==> src/rtl/core/pmfp_pkg.sv <==
`timescale 1ns / 1ps
`default_nettype none

package pmfp_pkg;

    localparam logic [7:0] HEADER_BYTE  = 8'hAA;
    localparam logic [7:0] TRAILER_BYTE = 8'hFF;

    // frame position: hunting, then count of frame bytes taken so far
    localparam logic [2:0] POS_HUNT     = 3'd0;
    localparam logic [2:0] POS_LAST_PM  = 3'd4;
    localparam logic [2:0] POS_CHECKSUM = 3'd5;
    localparam logic [2:0] POS_TRAILER  = 3'd6;
    localparam logic [2:0] POS_UNUSED   = 3'd7;

    typedef enum logic [1:0] {
        ST_VALID       = 2'd0,
        ST_BAD_TRAILER = 2'd1,
        ST_BAD_SUM     = 2'd2
    } frame_status_t;

    // one received byte held in the input register
    typedef struct packed {
        logic       valid;
        logic [7:0] rx_byte;
    } rx_item_t;

endpackage

`default_nettype wire

==> src/rtl/core/pmfp_in_stage.sv <==
`timescale 1ns / 1ps
`default_nettype none

module pmfp_in_stage (
    input  wire logic              aclk,
    input  wire logic              aresetn,
    input  wire logic              s_tvalid,
    output logic                   s_tready,
    input  wire logic [7:0]        s_tdata,
    output pmfp_pkg::rx_item_t     item,
    input  wire logic              item_take
);
    import pmfp_pkg::*;

    logic       valid_reg;
    logic       valid_next;
    logic [7:0] byte_reg;

    // free, or emptied in this same cycle
    assign s_tready = !valid_reg || item_take;

    always_comb begin
        valid_next = valid_reg;
        if (s_tvalid && s_tready) begin
            valid_next = 1'b1;
        end else if (item_take) begin
            valid_next = 1'b0;
        end
    end

    always_ff @(posedge aclk) begin
        if (!aresetn) begin
            valid_reg <= 1'b0;
        end else begin
            valid_reg <= valid_next;
        end
    end

    always_ff @(posedge aclk) begin
        if (s_tvalid && s_tready) begin
            byte_reg <= s_tdata;
        end
    end

    assign item.valid   = valid_reg;
    assign item.rx_byte = byte_reg;

    a_take_needs_item: assert property (@(posedge aclk) disable iff (!aresetn)
        item_take |-> valid_reg)
        else $error("input register taken while empty");

endmodule

`default_nettype wire

==> src/rtl/core/pmfp_parse.sv <==
`timescale 1ns / 1ps
`default_nettype none

module pmfp_parse (
    input  wire logic              aclk,
    input  wire logic              aresetn,
    input  wire pmfp_pkg::rx_item_t item,
    output logic                   item_take,
    output logic                   m_tvalid,
    input  wire logic              m_tready,
    output logic [31:0]            m_tdata,
    output logic [1:0]             m_tuser
);
    import pmfp_pkg::*;

    logic [2:0]    pos_reg, pos_next;
    logic [7:0]    sum_reg, sum_next;
    logic          matched_reg, matched_next;
    logic [7:0]    payload_reg [4];
    logic [1:0]    payload_idx;
    logic [15:0]   pm25_held_reg, pm25_held_next;
    logic [15:0]   pm10_held_reg, pm10_held_next;
    logic          out_valid_reg, out_valid_next;
    frame_status_t out_status_reg, status_next;
    logic [15:0]   out_pm25_reg, out_pm10_reg;
    logic          out_free;
    logic          emit;
    logic [2:0]    pos_less_one;

    assign out_free = !out_valid_reg || m_tready;
    // only the trailer byte needs room in the result register
    assign item_take = item.valid && ((pos_reg != POS_TRAILER) || out_free);
    assign emit = item_take && (pos_reg == POS_TRAILER);
    assign pos_less_one = pos_reg - 3'd1;
    assign payload_idx  = pos_less_one[1:0];

    always_comb begin
        pos_next       = pos_reg;
        sum_next       = sum_reg;
        matched_next   = matched_reg;
        pm25_held_next = pm25_held_reg;
        pm10_held_next = pm10_held_reg;
        status_next    = ST_VALID;
        if (item_take) begin
            if (pos_reg == POS_HUNT || pos_reg == POS_UNUSED) begin
                pos_next = POS_HUNT;
                if (item.rx_byte == HEADER_BYTE) begin
                    sum_next     = 8'd0;
                    matched_next = 1'b0;
                    pos_next     = 3'd1;
                end
            end else if (pos_reg <= POS_LAST_PM) begin
                sum_next = sum_reg + item.rx_byte;
                pos_next = pos_reg + 3'd1;
            end else if (pos_reg == POS_CHECKSUM) begin
                matched_next = (item.rx_byte == sum_reg);
                pos_next     = POS_TRAILER;
            end else begin
                pos_next = POS_HUNT;
                if (item.rx_byte != TRAILER_BYTE) begin
                    status_next = ST_BAD_TRAILER;
                end else if (!matched_reg) begin
                    status_next = ST_BAD_SUM;
                end else begin
                    status_next    = ST_VALID;
                    pm25_held_next = {payload_reg[0], payload_reg[1]};
                    pm10_held_next = {payload_reg[2], payload_reg[3]};
                end
            end
        end
    end

    always_comb begin
        out_valid_next = out_valid_reg;
        if (emit) begin
            out_valid_next = 1'b1;
        end else if (m_tready) begin
            out_valid_next = 1'b0;
        end
    end

    always_ff @(posedge aclk) begin
        if (!aresetn) begin
            pos_reg       <= POS_HUNT;
            sum_reg       <= 8'd0;
            matched_reg   <= 1'b0;
            pm25_held_reg <= 16'd0;
            pm10_held_reg <= 16'd0;
            out_valid_reg <= 1'b0;
        end else begin
            pos_reg       <= pos_next;
            sum_reg       <= sum_next;
            matched_reg   <= matched_next;
            pm25_held_reg <= pm25_held_next;
            pm10_held_reg <= pm10_held_next;
            out_valid_reg <= out_valid_next;
        end
    end

    always_ff @(posedge aclk) begin
        if (item_take && pos_reg != POS_HUNT && pos_reg <= POS_LAST_PM) begin
            payload_reg[payload_idx] <= item.rx_byte;
        end
        if (emit) begin
            out_status_reg <= status_next;
            out_pm25_reg   <= pm25_held_next;
            out_pm10_reg   <= pm10_held_next;
        end
    end

    assign m_tvalid = out_valid_reg;
    assign m_tdata  = {out_pm10_reg, out_pm25_reg};
    assign m_tuser  = out_status_reg;

    a_result_from_trailer: assert property (@(posedge aclk) disable iff (!aresetn)
        $rose(out_valid_reg) |-> $past(pos_reg == POS_TRAILER))
        else $error("result raised without a trailer byte");

    a_pos_reachable: assert property (@(posedge aclk) disable iff (!aresetn)
        pos_reg != POS_UNUSED)
        else $error("frame position reached unused value");

    a_held_only_on_valid: assert property (@(posedge aclk) disable iff (!aresetn)
        (!$stable(pm25_held_reg) || !$stable(pm10_held_reg))
            |-> (out_valid_reg && out_status_reg == ST_VALID))
        else $error("held readings changed without a valid frame");

    a_trailer_resets_pos: assert property (@(posedge aclk) disable iff (!aresetn)
        emit |=> pos_reg == POS_HUNT)
        else $error("position not back to hunting after trailer");

endmodule

`default_nettype wire

==> src/rtl/core/pm_sensor_frame_parser_core.sv <==
`timescale 1ns / 1ps
`default_nettype none

// particulate sensor serial frame parser
// s_ channel: one received serial byte per item; non-header bytes are dropped
// while hunting for the 0xaa header, then six more bytes form a frame:
// pm2.5 high/low, pm10 high/low, 8-bit sum checksum, 0xff trailer
// m_ channel: one item per seven-byte frame, taken on the trailer byte
//   m_tuser = frame status (0 valid, 1 trailer wrong, 2 checksum wrong;
//   trailer checked first)
//   m_tdata = last valid pm2.5 and pm10 readings in tenths
// throughput: one byte per cycle, set by the single input register and
// result register with the position counter and 8-bit adder between them
// a trailer byte passes through the input register and is loaded into the
// result register when the parser takes it, which raises m_tvalid
// when the receiver stalls, the result waits in the result register and the
// input register still takes one more byte; header and payload bytes keep
// flowing, only a trailer byte waits for the result register to empty
// reset (aresetn low, synchronous) returns to hunting, clears the checksum
// state and sets both held readings to zero

module pm_sensor_frame_parser_core (
    input  wire logic        aclk,
    input  wire logic        aresetn,
    input  wire logic        s_tvalid,
    output logic             s_tready,
    input  wire logic [7:0]  s_tdata,   // [7:0] rx_byte
    output logic             m_tvalid,
    input  wire logic        m_tready,
    output logic [31:0]      m_tdata,   // [15:0] pm25_tenths, [31:16] pm10_tenths
    output logic [1:0]       m_tuser    // [1:0] frame_status
);
    import pmfp_pkg::*;

    rx_item_t rx_item;
    logic     rx_take;

    // input register: holds one byte ahead of the parser
    pmfp_in_stage u_in_stage (
        .aclk      (aclk),
        .aresetn   (aresetn),
        .s_tvalid  (s_tvalid),
        .s_tready  (s_tready),
        .s_tdata   (s_tdata),
        .item      (rx_item),
        .item_take (rx_take)
    );

    // frame tracking, checksum, held readings and result register
    pmfp_parse u_parse (
        .aclk      (aclk),
        .aresetn   (aresetn),
        .item      (rx_item),
        .item_take (rx_take),
        .m_tvalid  (m_tvalid),
        .m_tready  (m_tready),
        .m_tdata   (m_tdata),
        .m_tuser   (m_tuser)
    );

    a_out_needs_input: assert property (@(posedge aclk) disable iff (!aresetn)
        $rose(m_tvalid) |-> $past(rx_take))
        else $error("result appeared without a byte taken");

    a_take_clears_or_refills: assert property (@(posedge aclk) disable iff (!aresetn)
        (rx_take && !(s_tvalid && s_tready)) |=> !rx_item.valid)
        else $error("input register not emptied after take");

endmodule

`default_nettype wire

==> config.mk <==
export PLATFORM = sky130hd
export DESIGN_NAME = pm_sensor_frame_parser_core
export DESIGN_NICKNAME = d
export VERILOG_FILES = /design/src/rtl/core/pmfp_pkg.sv /design/src/rtl/core/pmfp_in_stage.sv /design/src/rtl/core/pmfp_parse.sv /design/src/rtl/core/pm_sensor_frame_parser_core.sv
export SDC_FILE = /design/constraint.sdc
export NUM_CORES = 1
export LEC_CHECK = 0
export ABC_AREA = 1
export BUFFER_PORTS_ARGS = -buffer_cell sky130_fd_sc_hd__buf_2
export CAP_MARGIN = 30
export CORE_ASPECT_RATIO = 0.9
export CORE_MARGIN = 2
export CORE_UTILIZATION = 45
export DETAILED_ROUTE_END_ITERATION = 6
export SLEW_MARGIN = 40
export SYNTH_ARGS = -nofsm -noshare
export SYNTH_HDL_FRONTEND = slang
export SYNTH_SLANG_ARGS = --single-unit
export TNS_END_PERCENT = 10
==> constraint.sdc <==
create_clock -name aclk -period 3.4 [get_ports aclk]
set_input_delay 0.17 -clock aclk [delete_from_list [all_inputs] [get_ports aclk]]
set_output_delay 0.17 -clock aclk [all_outputs]
set_load 0.01 [all_outputs]
# Word-level counts from Yosys, hierarchy flattened
# Memories as Yosys holds them, arrays and structs flattened.
# Cells that the tools add are included.
# Widths: inputs -> output; s select.
dict set report totals {
  regBits 88
  mem_bits_rw 32
  in_bits 12
  out_inout_bits 36
  wordCells 79
  memories 1
}
dict set report op_classes {
  n_addsub 3
  magnitude_cmp 1
  n_eq_ne 9
  mux 31
  bitwise_logic 1
  n_reduce_logical 21
}
# memory words word_bits rd rd_clocked_by_memory_dff wr line_no
set memory_table {}
lappend memory_table {u_parse.payload_reg 4 8 4 0 1 pmfp_parse.sv:19} ;# logic [7:0] payload_reg [4];
# op count
set op_table {}
lappend op_table {{$mux 16} 12}
lappend op_table {{$mux 8} 3}
lappend op_table {{$mux 1} 12}
lappend op_table {{$eq 3x3->1 const B} 3}
lappend op_table {{$mux 3} 3}
lappend op_table {{$add 8x8->8} 1}
lappend op_table {{$eq 8x8->1} 1}
lappend op_table {{$eq 8x8->1 const B} 1}
lappend op_table {{$ne 8x8->1 const B} 1}
lappend op_table {{$reduce_bool 2->1} 4}
lappend op_table {{$logic_and 1x1->1} 5}
lappend op_table {{$reduce_or 5->1} 1}
lappend op_table {{$logic_or 1x1->1} 4}
lappend op_table {{$reduce_and 4->1} 1}
lappend op_table {{$reduce_or 4->1} 1}
lappend op_table {{$add 3x1->3 const B} 1}
lappend op_table {{$le 3x3->1 const B} 1}
lappend op_table {{$logic_not 3->1} 1}
lappend op_table {{$ne 3x3->1 const B} 1}
lappend op_table {{$reduce_and 3->1} 1}
lappend op_table {{$reduce_bool 3->1} 1}
lappend op_table {{$logic_not 1->1} 2}
lappend op_table {{$mux 2} 1}
lappend op_table {{$ne 2x1->1 const B} 1}
lappend op_table {{3 further kinds} 3}

# Longest topological paths before layout
# Gate-level depths: netlist (run 1).
dict set report depth {
  depth_word 8
  depth_mapped 12
  mapped_depth_nobuf 11
}

# Cells and area by module
# From an unflattened synthesis (run 1), not the netlist that was laid out.
dict set report unflattened {
  cells_unflattened 531
  hier_area_um2 5061.1
}
# mod instances cells_per_inst area_each_um2 seq_area_each_um2
set modules_own_cells {}
lappend modules_own_cells {pmfp_parse 1 515 4762.1 2882.8}
lappend modules_own_cells {pmfp_in_stage 1 16 299.0 260.2}

# Least setup slack after synthesis (run 1)
# No wires, ideal clock.
dict set report synth_timing {
  path_kind {register to register}
  start {reg u_parse.pos_reg[0]}
  end {reg u_parse.out_status_reg[0] (netlist: u_parse.m_tuser[0]), enable pin}
  setup_time_ps 389
  arrival_time_ps 1865
  required_time_ps 3011
  slack_ps 1146
  stages_incl_launch_ff 10
  n_path_buf 0
  synth_period_minus_slack_ps 2254
  cell_sequence {dfxtp_1 inv_1 ha_1 nand2_1 inv_1 nand2_1 nand2_2 inv_1 nand2_1 inv_1}
}
dict set report synth_between {
  elab_chain_cells 4
  word_cells_on_any_way 5
  cone_classes {2 x eq/ne; 3 x reduce/logical}
}
# item line_no
set synth_lines {}
lappend synth_lines {{start: declaration} pmfp_parse.sv:16} ;# logic [2:0] pos_reg, pos_next;
lappend synth_lines {{start signal: assignment} pmfp_parse.sv:91} ;# pos_reg <= pos_next;
lappend synth_lines {{$ne 3x3->1} pmfp_parse.sv:32} ;# assign item_take = item.valid && ((pos_reg != POS_TRAILER) || out_free);
lappend synth_lines {{$logic_or 1x1->1} pmfp_parse.sv:32}
lappend synth_lines {{$logic_and 1x1->1} pmfp_parse.sv:32}
lappend synth_lines {{$logic_and 1x1->1 (*)} pmfp_parse.sv:33} ;# assign emit = item_take && (pos_reg == POS_TRAILER);
lappend synth_lines {{net u_parse.emit} pmfp_parse.sv:27} ;# logic emit;
lappend synth_lines {{end signal: assignment} pmfp_parse.sv:105} ;# out_status_reg <= status_next;
lappend synth_lines {{end: declaration} pmfp_parse.sv:24} ;# frame_status_t out_status_reg, status_next;
# Mark *: on every way through the listed nets, which the timed path passes. The rest lies on a longest branch.
# A chain may end at the register's enable or synchronous reset.

# Final worst setup path (run 1)
dict set report layout_timing {
  start {reg u_parse.pos_reg[0]}
  end {reg u_parse.out_pm25_reg[1], enable pin}
}
dict set report layout_between {
  elab_chain_cells 4
  word_cells_on_any_way 5
  cone_classes {2 x eq/ne; 3 x reduce/logical}
}
# item line_no
set layout_lines {}
lappend layout_lines {{$ne 3x3->1} pmfp_parse.sv:32}
lappend layout_lines {{$logic_or 1x1->1} pmfp_parse.sv:32}
lappend layout_lines {{$logic_and 1x1->1} pmfp_parse.sv:32}
lappend layout_lines {{$logic_and 1x1->1 (*)} pmfp_parse.sv:33}
lappend layout_lines {{net u_parse.emit} pmfp_parse.sv:27}
lappend layout_lines {{end signal: assignment} pmfp_parse.sv:106} ;# out_pm25_reg <= pm25_held_next;
lappend layout_lines {{end: declaration} pmfp_parse.sv:25} ;# logic [15:0] out_pm25_reg, out_pm10_reg;
# Marks and branches as above.

==> results of run 1 <==
logic make-up (layout without fill, tap and decap cells):
logic type	after synthesis	after routing	share of synthesized area (%)
AOI/OAI and AO/OA	17	17	1.71
and+or+nand+nor	244	244	22.2
adders and majority gates	13	13	3.42
buffers and inverters	117	195	8.97
DFF	120	120	63.1
xor gates and xnor gates	3	3	0.528
layer usage:
layer / vias to the layer above / routed length [µm]
met5: - / 0
li1: 1743 / -
met3: 4 / 458
met1: 1531 / 4490
met4: 0 / 44
met2: 67 / 4270
power by group through the flow:
stage | clock [mW] | sequential, mW | combinational (mW)
3_5_place_dp | 0 | 1.60 | 0.0549
3_3_place_gp | 0 | 1.60 | 0.0535
5_1_grt | 1.79 | 1.57 | 0.0713
2_1_floorplan | 0 | 1.59 | 0.0372
4_1_cts | 1.73 | 1.57 | 0.0625
6_report | 1.68 | 1.57 | 0.0620
stage by stage:
stage | utilization, % | hold slack, ns | setup slack (ns)
floorplan | - | 0.269 | 1.15
global placement | 49.7 | 0.347 | 1.02
detailed placement | 49.7 | 0.349 | 0.924
CTS | 55.6 | 0.0114 | 0.908
global route | 55.6 | 0.0221 | 0.628
finish | 55.6 | 0.0339 | 0.968
worst max path at each step:
stage | slack, ns | cells after the start | to
2_1_floorplan | 1.15 | 9 | u_parse.m_tuser[0]$_SDFFCE_PP0P_
3_3_place_gp | 1.02 | 12 | u_parse.out_pm10_reg[9]$_DFFE_PP_
3_5_place_dp | 0.92 | 12 | u_parse.out_pm25_reg[15]$_DFFE_PP_
4_1_cts | 0.91 | 12 | u_parse.out_pm10_reg[9]$_DFFE_PP_
5_1_grt | 0.63 | 12 | u_parse.out_pm25_reg[2]$_DFFE_PP_
6_report | 0.97 | 10 | u_parse.out_pm25_reg[1]$_DFFE_PP_
worst min-delay path: stages:
cell     delay (ns)
buf_2          0.13
nand2_1        0.07
nor2_1         0.03
cell usage in the layout, fill, tap and decap left out, types with 3 or more instances in the layout:
master | netlist | layout
edfxtp_1 | 74 | 74
nand2_2 | 3 | 3
dfxtp_1 | 46 | 46
nand2_1 | 127 | 127
nor2_1 | 52 | 51
clkinv_2 | 0 | 3
buf_4 | 0 | 3
inv_1 | 102 | 102
nand3b_1 | 33 | 33
ha_1 | 12 | 12
xor2_1 | 3 | 3
clkbuf_1 | 7 | 5
dlygate4sd3_1 | 0 | 8
nand3_1 | 19 | 19
buf_2 | 6 | 47
a21oi_1 | 15 | 15
clkbuf_16 | 0 | 17
area by class of cell:
type	count	area share (%)
multi-input combinational	277	23.2
timing repair buffer	59	5.95
tap	133	2.77
clock inverter	9	1.71
inverter	104	6.49
sequential	120	52.3
clock buffer	23	7.61
==> results.md, run 1 <==
- M1 GR Usage: about 22%
- Worst setup EP type: register
- Pwr/cell area: approximately 550 nW/µm²
- Gr busiest metal: met2
- Buf/Inv on CP: 5
- First-pass GRT wire length: 15800 µm
- Cells after DPL: 685
- Number of post-CTS setup repair buffers: 0
- Cts repair resizes: 0
- Post-synth EDFFs: 74
- Crit-path max FO: 21
- Hold EP: u_parse.sum_reg[4]$_SDFFE_PN0P_
- HPWL Detailed: between 6000 and 7000 µm
- Status: complete, no violations
- Post-synth top flop: edfxtp_1
- CP required: roughly 3.5 ns
- Cell Count, Final, Fillers Out: around 730
- WL final: around 9300 µm
- DRC violations left: 0
- Synthesized Nets: 539
- Largest area contributor in the netlist: edfxtp_1
- Sw Pwr: around 650 µW
- Reg-to-reg critical path startpoint: u_parse.pos_reg[0]$_SDFFE_PN0N_
- GR Util All Layers: ~17%
- Reg2reg setup slack: 0.97 ns
- WP data arrival: between 2 and 3 ns
- Port Buffers: 47
- Clk sinks: 120
- Comb power frac: between 1.5 and 2%
- Commonest cells in the netlist: nand2_1, inv_1, edfxtp_1
- Flop pwr share: roughly 47%
- Via count: 3345
- Finished Cell Area: approximately 6000 µm²
- Maximum VDD drop: between 0.3 and 0.4 mV
- Final setup fails: 0
- Critical path type: reg2reg
- Layout cells sized above 1: roughly 14%
- Synth Register Bits: 120
- Worst R2R Path Depth: 10
- Ports: 48
- Die X: between 100 and 150 µm
- GPL Wtd Cong: around 0.86
- Post-synth top area share: 44.6%
- Root buffer cell: clkbuf_16
- Yosys warns: 0
- Maximum clock rate: around 400 MHz
- Met2 Use GR: 26.9%
- Crit path largest cell delay: around 0.51 ns
- Number of H-tree levels: 4
- Antenna violations before repair: 0
- Worst path most repeated cell: inv_1
- Clk buf depth: 2
- Worst skew pair latency: 0.41 ns
- Critical R2R Capture: u_parse.out_pm25_reg[1]$_DFFE_PP_
- Count leader, synth: nand2_1
- Rows: 36
- Tot Pwr: around 3.3 mW
- Slew HR: ~51%
- Internal Power: around 2.7 mW
- Post-Syn Area: 4980 µm²
- Crit-path slowest cell: inv_1
- Final Cycle Share: between 70% and 80%
- Clock Skews: a little under 0.008 ns
- Slew @ Worst Pin: 0.739 ns
- Synth cell types: 23
- Die H: 104 µm
- Crit path from: u_parse.pos_reg[0]$_SDFFE_PN0N_
- N_diodes: 0
- Cts hold-fix bufs: 8
- Max-Cap Viols: 0
- Hold_sp: aresetn
- Fin crit period: about 2.4 ns
- Largest register FFs: 32
- Routing usage on met3: approximately 6.5%
- Register area: between 3000 and 4000 µm²
- Fin. Hold Viols: 0
- Vias in the first global route: roughly 3300
- P_leak: between 2 and 3 nW
- Post-Place Cell Area: roughly 5400 µm²
- Routed vias/inst: roughly 4.6
- Sequential area share after synthesis: between 60 and 70%
- Initial DRC Count: roughly 170
- Register clock-pin slew on the reported worst setup and hold paths: 0.05 ns
- Unrepaired setup endpoints after global routing: no
- Hold Path Stages: 3
- Sw Ratio: 19.7%
- Fill cells: between 900 and 1000
- Footprint of the multi-input gates: around 1400 µm²
- Kind of start point of the critical path: register
- Synth area leaders: edfxtp_1, dfxtp_1, nand2_1
- Post-Syn Area per Cell: a little under 10 µm²
- CP top delay family: buffers and inverters
- Post-Syn Instances: a little over 500
- NumNets Final: 604
- Synth async-reset ratio: 0%
- CTS tree: built
- Final ANT Viol Nets: 0
- Core footprint: roughly 11000 µm²
- Starting Density: 46.1%
- Worst hold path class: in2reg
- Worst path cell trace: inv_1 -> ha_1 -> nand2_1 -> inv_1 -> nand2_1 -> nand2_2 -> inv_1 -> nand2_1 -> inv_1 -> buf_12
- Total grt overflow: 0
- Die Footprint: approximately 12000 µm²
- Clk pwr share: 50.8%
- Largest net degree at the start of global routing: 34
- Area Overhead vs Synth: 20.8%
- Cts bufs inserted: 17
- Total negative slack: 0 ns
- Slew Limit Fails: 0
- Drt pass-1 iters: 5
- Wire length per cell: about 13 µm
No activity file was read; power rests on OpenSTA's default activity.
==> inputs of run 2 (changes only) <==
==> constraint.sdc (replaced) <==
create_clock -name aclk -period 2.5 [get_ports aclk]
set_input_delay 0.125 -clock aclk [delete_from_list [all_inputs] [get_ports aclk]]
set_output_delay 0.125 -clock aclk [all_outputs]
set_load 0.01 [all_outputs]
==> results.md, run 2 (synthesis results as in run 1) <==
- Status: complete, no violations
- Unrepaired setup endpoints after global routing: no
- Total negative slack: 0 ns
- N_diodes: 0
- Clk sinks: between 100 and 150
- Slew @ Worst Pin: 0.687 ns
- First-pass GRT wire length: between 15000 and 20000 µm
- Cts hold-fix bufs: 10
- Internal Power: between 3 and 4 mW
- Final Cycle Share: roughly 90%
- Cts repair resizes: 0
- Post-layout util: between 50 and 60%
- Cts bufs inserted: 17
- Fin crit period: 2.24 ns
- Tot Pwr: between 4 and 5 mW
- Largest register FFs: 32
- Antenna violations before repair: 0
- Cells after DPL: ~700
- Wire length per cell: 13.3 µm
- GPL Wtd Cong: roughly 0.92
- Slew Limit Fails: 0
- HPWL Detailed: approximately 6300 µm
- Core footprint: ~11000 µm²
- Maximum clock rate: about 450 MHz
- Max-Cap Viols: 0
- Clock Skews: roughly 0.0084 ns
- Maximum VDD drop: between 0.4 and 0.5 mV
- NumNets Final: 618
- Total grt overflow: 0
- Slew HR: about 54%
- Commonest non-fill, non-tap cell in the layout: nand2_1
- Die Footprint: between 10000 and 15000 µm²
- Final ANT Viol Nets: 0
- DRC violations left: 0
- Area Overhead vs Synth: 23.7%
- Fin. Hold Viols: 0
- Clk pwr share: between 50% and 60%
- Worst skew pair latency: ~0.4 ns
- Pwr/cell area: roughly 750 nW/µm²
- Post-Place Cell Area: around 5500 µm²
- Flop pwr share: a little under half
- Finished Cell Area: 6160 µm²
- Largest net degree at the start of global routing: 33
- Routed vias/inst: around 4.6
- Starting Density: a little under half
- Sw Pwr: around 980 µW
- Clk buf depth: 2
- Critical path type: reg2reg
- Worst hold path class: in2reg
- Via count: ~3400
- Ports: between 40 and 50
- Drt pass-1 iters: 4
- GR Util All Layers: 17.7%
- Cell Count, Final, Fillers Out: between 700 and 800
- Most frequent cells in the layout: nand2_1, inv_1, edfxtp_1
- Port Buffers: 47
- Initial DRC Count: between 200 and 300
- CTS tree: built
- WP data arrival: 2.41 ns
- Kind of start point of the critical path: register
- Comb power frac: ~2.5%
- Rows: 36
- Die X: between 100 and 150 µm
- Layout cells sized above 1: 16.7%
- CP required: approximately 2.7 ns
- P_leak: ~2.9 nW
- Number of post-CTS setup repair buffers: 0
- Root buffer cell: clkbuf_16
- Final setup fails: 0
- Vias in the first global route: approximately 3300
- WL final: roughly 9800 µm
- Die H: between 100 and 150 µm
- Number of H-tree levels: 4
- Register clock-pin slew on the reported worst setup and hold paths: ~0.05 ns
- Sw Ratio: between 20% and 30%
- Crit-path max FO: 23
- Worst setup EP type: register
-- run 2: critical path, cell delays in order, from the launching register on --
cell	delay [ns]
dfxtp_1	0.42
inv_1	0.09
ha_1	0.22
nand2_1	0.07
inv_1	0.06
nand2_1	0.08
nand2_2	0.15
nor3_4	0.45
buf_12	0.23
nand3b_1	0.09
nand2_1	0.10
inv_1	0.05
-- run 2: worst paths after layout --
path                                                           end                       startpoint  slack [ns]  cells past startpoint
worst min register to register     u_parse.sum_reg[3]$_SDFFE_PN0P_  u_parse.sum_reg[3]$_SDFFE_PN0P_        0.47                      2
worst max register to register  u_parse.out_pm25_reg[12]$_DFFE_PP_  u_parse.pos_reg[0]$_SDFFE_PN0N_        0.26                     11
worst min-delay path             u_in_stage.valid_reg$_SDFFE_PN0P_                         m_tready        0.09                      4
worst max-delay path            u_parse.out_pm25_reg[12]$_DFFE_PP_  u_parse.pos_reg[0]$_SDFFE_PN0N_        0.26                     11
-- run 2: area by class of cell --
class                   count  area [µm²]
repair buffers             73         493
fillers                   917        4650
clock inverters            15         149
flip-flops and latches    120        3140
well taps                 133         166
inverters                 104         390
clock buffers              17         425
multi-input cells         277        1390
-- run 2: per-layer routing --
metal | track usage, % | routed length (µm) | part of all wire, %
met1 | 23.0 | 4650 | 47
met2 | 28.0 | 4690 | 48
met3 | 6.03 | 384 | 3.9
met4 | 5.25 | 85 | 0.87
met5 | 0 | 0 | 0
-- run 2: power groups by stage --
| stage | Clock [mW] | Combinational [mW] | Sequential [mW] |
|---|---|---|---|
| global route | 2.49 | 0.127 | 2.12 |
| global placement | 0 | 0.102 | 2.16 |
| detailed placement | 0 | 0.103 | 2.16 |
| finish | 2.35 | 0.116 | 2.12 |
| floorplan | 0 | 0.0506 | 2.16 |
| CTS | 2.40 | 0.116 | 2.12 |
-- run 2: per-stage QoR --
| step | setup slack (ns) | hold slack [ns] |
|---|---|---|
| floorplan | 0.246 | 0.224 |
| global placement | 0.348 | 0.301 |
| detailed placement | 0.272 | 0.306 |
| CTS | 0.262 | 0.0754 |
| global route | 0.0361 | 0.123 |
| finish | 0.256 | 0.0873 |
==> inputs of run 3 (changes only) <==
--- a/config.mk
+++ b/config.mk
@@ -8,10 +8,13 @@
 export ABC_AREA = 1
 export BUFFER_PORTS_ARGS = -buffer_cell sky130_fd_sc_hd__buf_2
 export CAP_MARGIN = 30
+export CELL_PAD_IN_SITES_DETAIL_PLACEMENT = 0
+export CELL_PAD_IN_SITES_GLOBAL_PLACEMENT = 1
 export CORE_ASPECT_RATIO = 0.9
 export CORE_MARGIN = 2
 export CORE_UTILIZATION = 45
 export DETAILED_ROUTE_END_ITERATION = 6
+export PLACE_DENSITY_LB_ADDON = 0.1
 export SLEW_MARGIN = 40
 export SYNTH_ARGS = -nofsm -noshare
 export SYNTH_HDL_FRONTEND = slang
==> results.md, run 3 (synthesis results as in run 1) <==
- First-pass GRT wire length: around 16000 µm
- N_diodes: 0
- HPWL Detailed: 6360 µm
- Initial DRC Count: roughly 240
- DRC violations left: 0
- Reg2reg setup slack: between 0.3 and 0.4 ns
- Max-Cap Viols: 0
- Largest register FFs: 32
- Clock Skews: approximately 0.0054 ns
- Worst path cell trace: inv_1 -> ha_1 -> nand2_1 -> inv_1 -> nand2_1 -> nand2_2 -> inv_1 -> nand3_1 -> nor2_1 -> buf_4
- Register area: roughly 3100 µm²
- Total negative slack: 0 ns
- Maximum VDD drop: between 0.4 and 0.5 mV
- Most frequent cells in the layout: nand2_1, inv_1, edfxtp_1
- Pwr/cell area: 755 nW/µm²
- CP required: 2.61 ns
- Hold Path Stages: 3
- Final Cycle Share: approximately 85%
- Via count: 3420
- Slew HR: slightly above 70%
- Reg-to-reg critical path startpoint: u_parse.pos_reg[0]$_SDFFE_PN0N_
- Finished Cell Area: 6170 µm²
- Fin. Hold Viols: 0
- Cts bufs inserted: 17
- Final setup fails: 0
- Largest net degree at the start of global routing: 36
- Post-Place Cell Area: 5490 µm²
- Crit path from: u_parse.pos_reg[0]$_SDFFE_PN0N_
- Slew Limit Fails: 0
- Vias in the first global route: about 3300
- CTS tree: built
- Footprint of the multi-input gates: between 1000 and 1500 µm²
- Slew @ Worst Pin: roughly 0.43 ns
- Worst hold path class: in2reg
- Cells after DPL: approximately 700
- Die H: between 100 and 150 µm
- Core footprint: between 10000 and 15000 µm²
- Worst path most repeated cell: inv_1
- Worst setup EP type: register
- Number of H-tree levels: 4
- Root buffer cell: clkbuf_16
- Critical path type: reg2reg
- Ports: between 40 and 50
- Total grt overflow: 0
- Worst skew pair latency: about 0.40 ns
- P_leak: 2.87 nW
- Port Buffers: 47
- Area Overhead vs Synth: 23.9%
- Fill cells: between 900 and 1000
- Routed vias/inst: around 4.6
- Clk sinks: 120
- Worst R2R Path Depth: 10
- Starting Density: about 46%
- Fin crit period: ~2.1 ns
- NumNets Final: between 600 and 700
- WL final: about 9700 µm
- Drt pass-1 iters: 4
- Number of post-CTS setup repair buffers: 0
- GPL Wtd Cong: roughly 0.87
- GR Util All Layers: around 18%
- Kind of start point of the critical path: register
- Crit-path slowest cell: dfxtp_1
- Hold_sp: s_tvalid
- Wire length per cell: ~13 µm
- Final ANT Viol Nets: 0
- Critical R2R Capture: u_parse.payload_reg[1][6]$_DFFE_PP_
- Unrepaired setup endpoints after global routing: no
- Status: complete, no violations
- Hold EP: u_in_stage.valid_reg$_SDFFE_PN0P_
- Clk buf depth: 2
- WP data arrival: 2.23 ns
- Crit-path max FO: 10
- Tot Pwr: around 4.7 mW
- Die Footprint: ~12000 µm²
- Antenna violations before repair: 0
- Cts repair resizes: 0
- Cell Count, Final, Fillers Out: between 700 and 800
- Rows: 36
- Maximum clock rate: ~470 MHz
- Commonest non-fill, non-tap cell in the layout: nand2_1
- Layout cells sized above 1: approximately 16%
- Register clock-pin slew on the reported worst setup and hold paths: 0.05 ns
- Die X: between 100 and 150 µm
- Crit path largest cell delay: 0.43 ns
run 3: metrics by stage:
step,worst slack [ns],utilization [%],hold WS [ns]
floorplan,0.246,-,0.224
global placement,0.504,50.8,0.302
detailed placement,0.404,50.8,0.303
CTS,0.404,57.1,0.0243
global route,0.189,57.1,0.0600
finish,0.386,57.1,0.0504
run 3: how the worst max path moves through the flow:
stage                                                      to  slack (ns)  cells after the start
after floorplan              u_parse.m_tuser[0]$_SDFFCE_PP0P_        0.25                      9
after detailed placement    u_parse.out_pm25_reg[4]$_DFFE_PP_        0.40                     11
after global placement        u_parse.sum_reg[4]$_SDFFE_PN0P_        0.50                     10
after CTS                 u_parse.payload_reg[1][6]$_DFFE_PP_        0.40                     10
after global routing      u_parse.payload_reg[1][6]$_DFFE_PP_        0.19                     10
final                     u_parse.payload_reg[1][6]$_DFFE_PP_        0.39                     10
run 3: routing by layer:
metal	global-route usage (%)	wire [µm]
met1	24.5	4710
met2	27.5	4550
met3	5.09	344
met4	7.31	98
met5	0	0
run 3: layout make-up:
class	instances	share of cell area (%)
inverter	104	6.33
timing repair buffer	74	7.87
sequential	120	50.9
multi-input combinational	277	22.6
clock buffer	25	7.71
tap	133	2.70
clock inverter	7	1.91
run 3: critical path: cells and delay by family (launching register included):
| family | cells | cell delay (ns) |
|---|---|---|
| buf+inv | 4 | 0.56 |
| flops | 1 | 0.43 |
| simple gates | 5 | 0.60 |
| fa+ha+maj | 1 | 0.23 |
run 3: timing repair:
item | in CTS | in global routing
endpoints found under the hold margin | 11 | 0
hold buffers | 9 | 0
setup endpoints to repair | 0 | 0
run 3: where the power goes:
group / internal (mW) / switching (mW) / total, mW
Sequential: 2.11 / 0.0127 / 2.12
Combinational: 0.0440 / 0.0723 / 0.116
Clock: 1.62 / 0.801 / 2.42
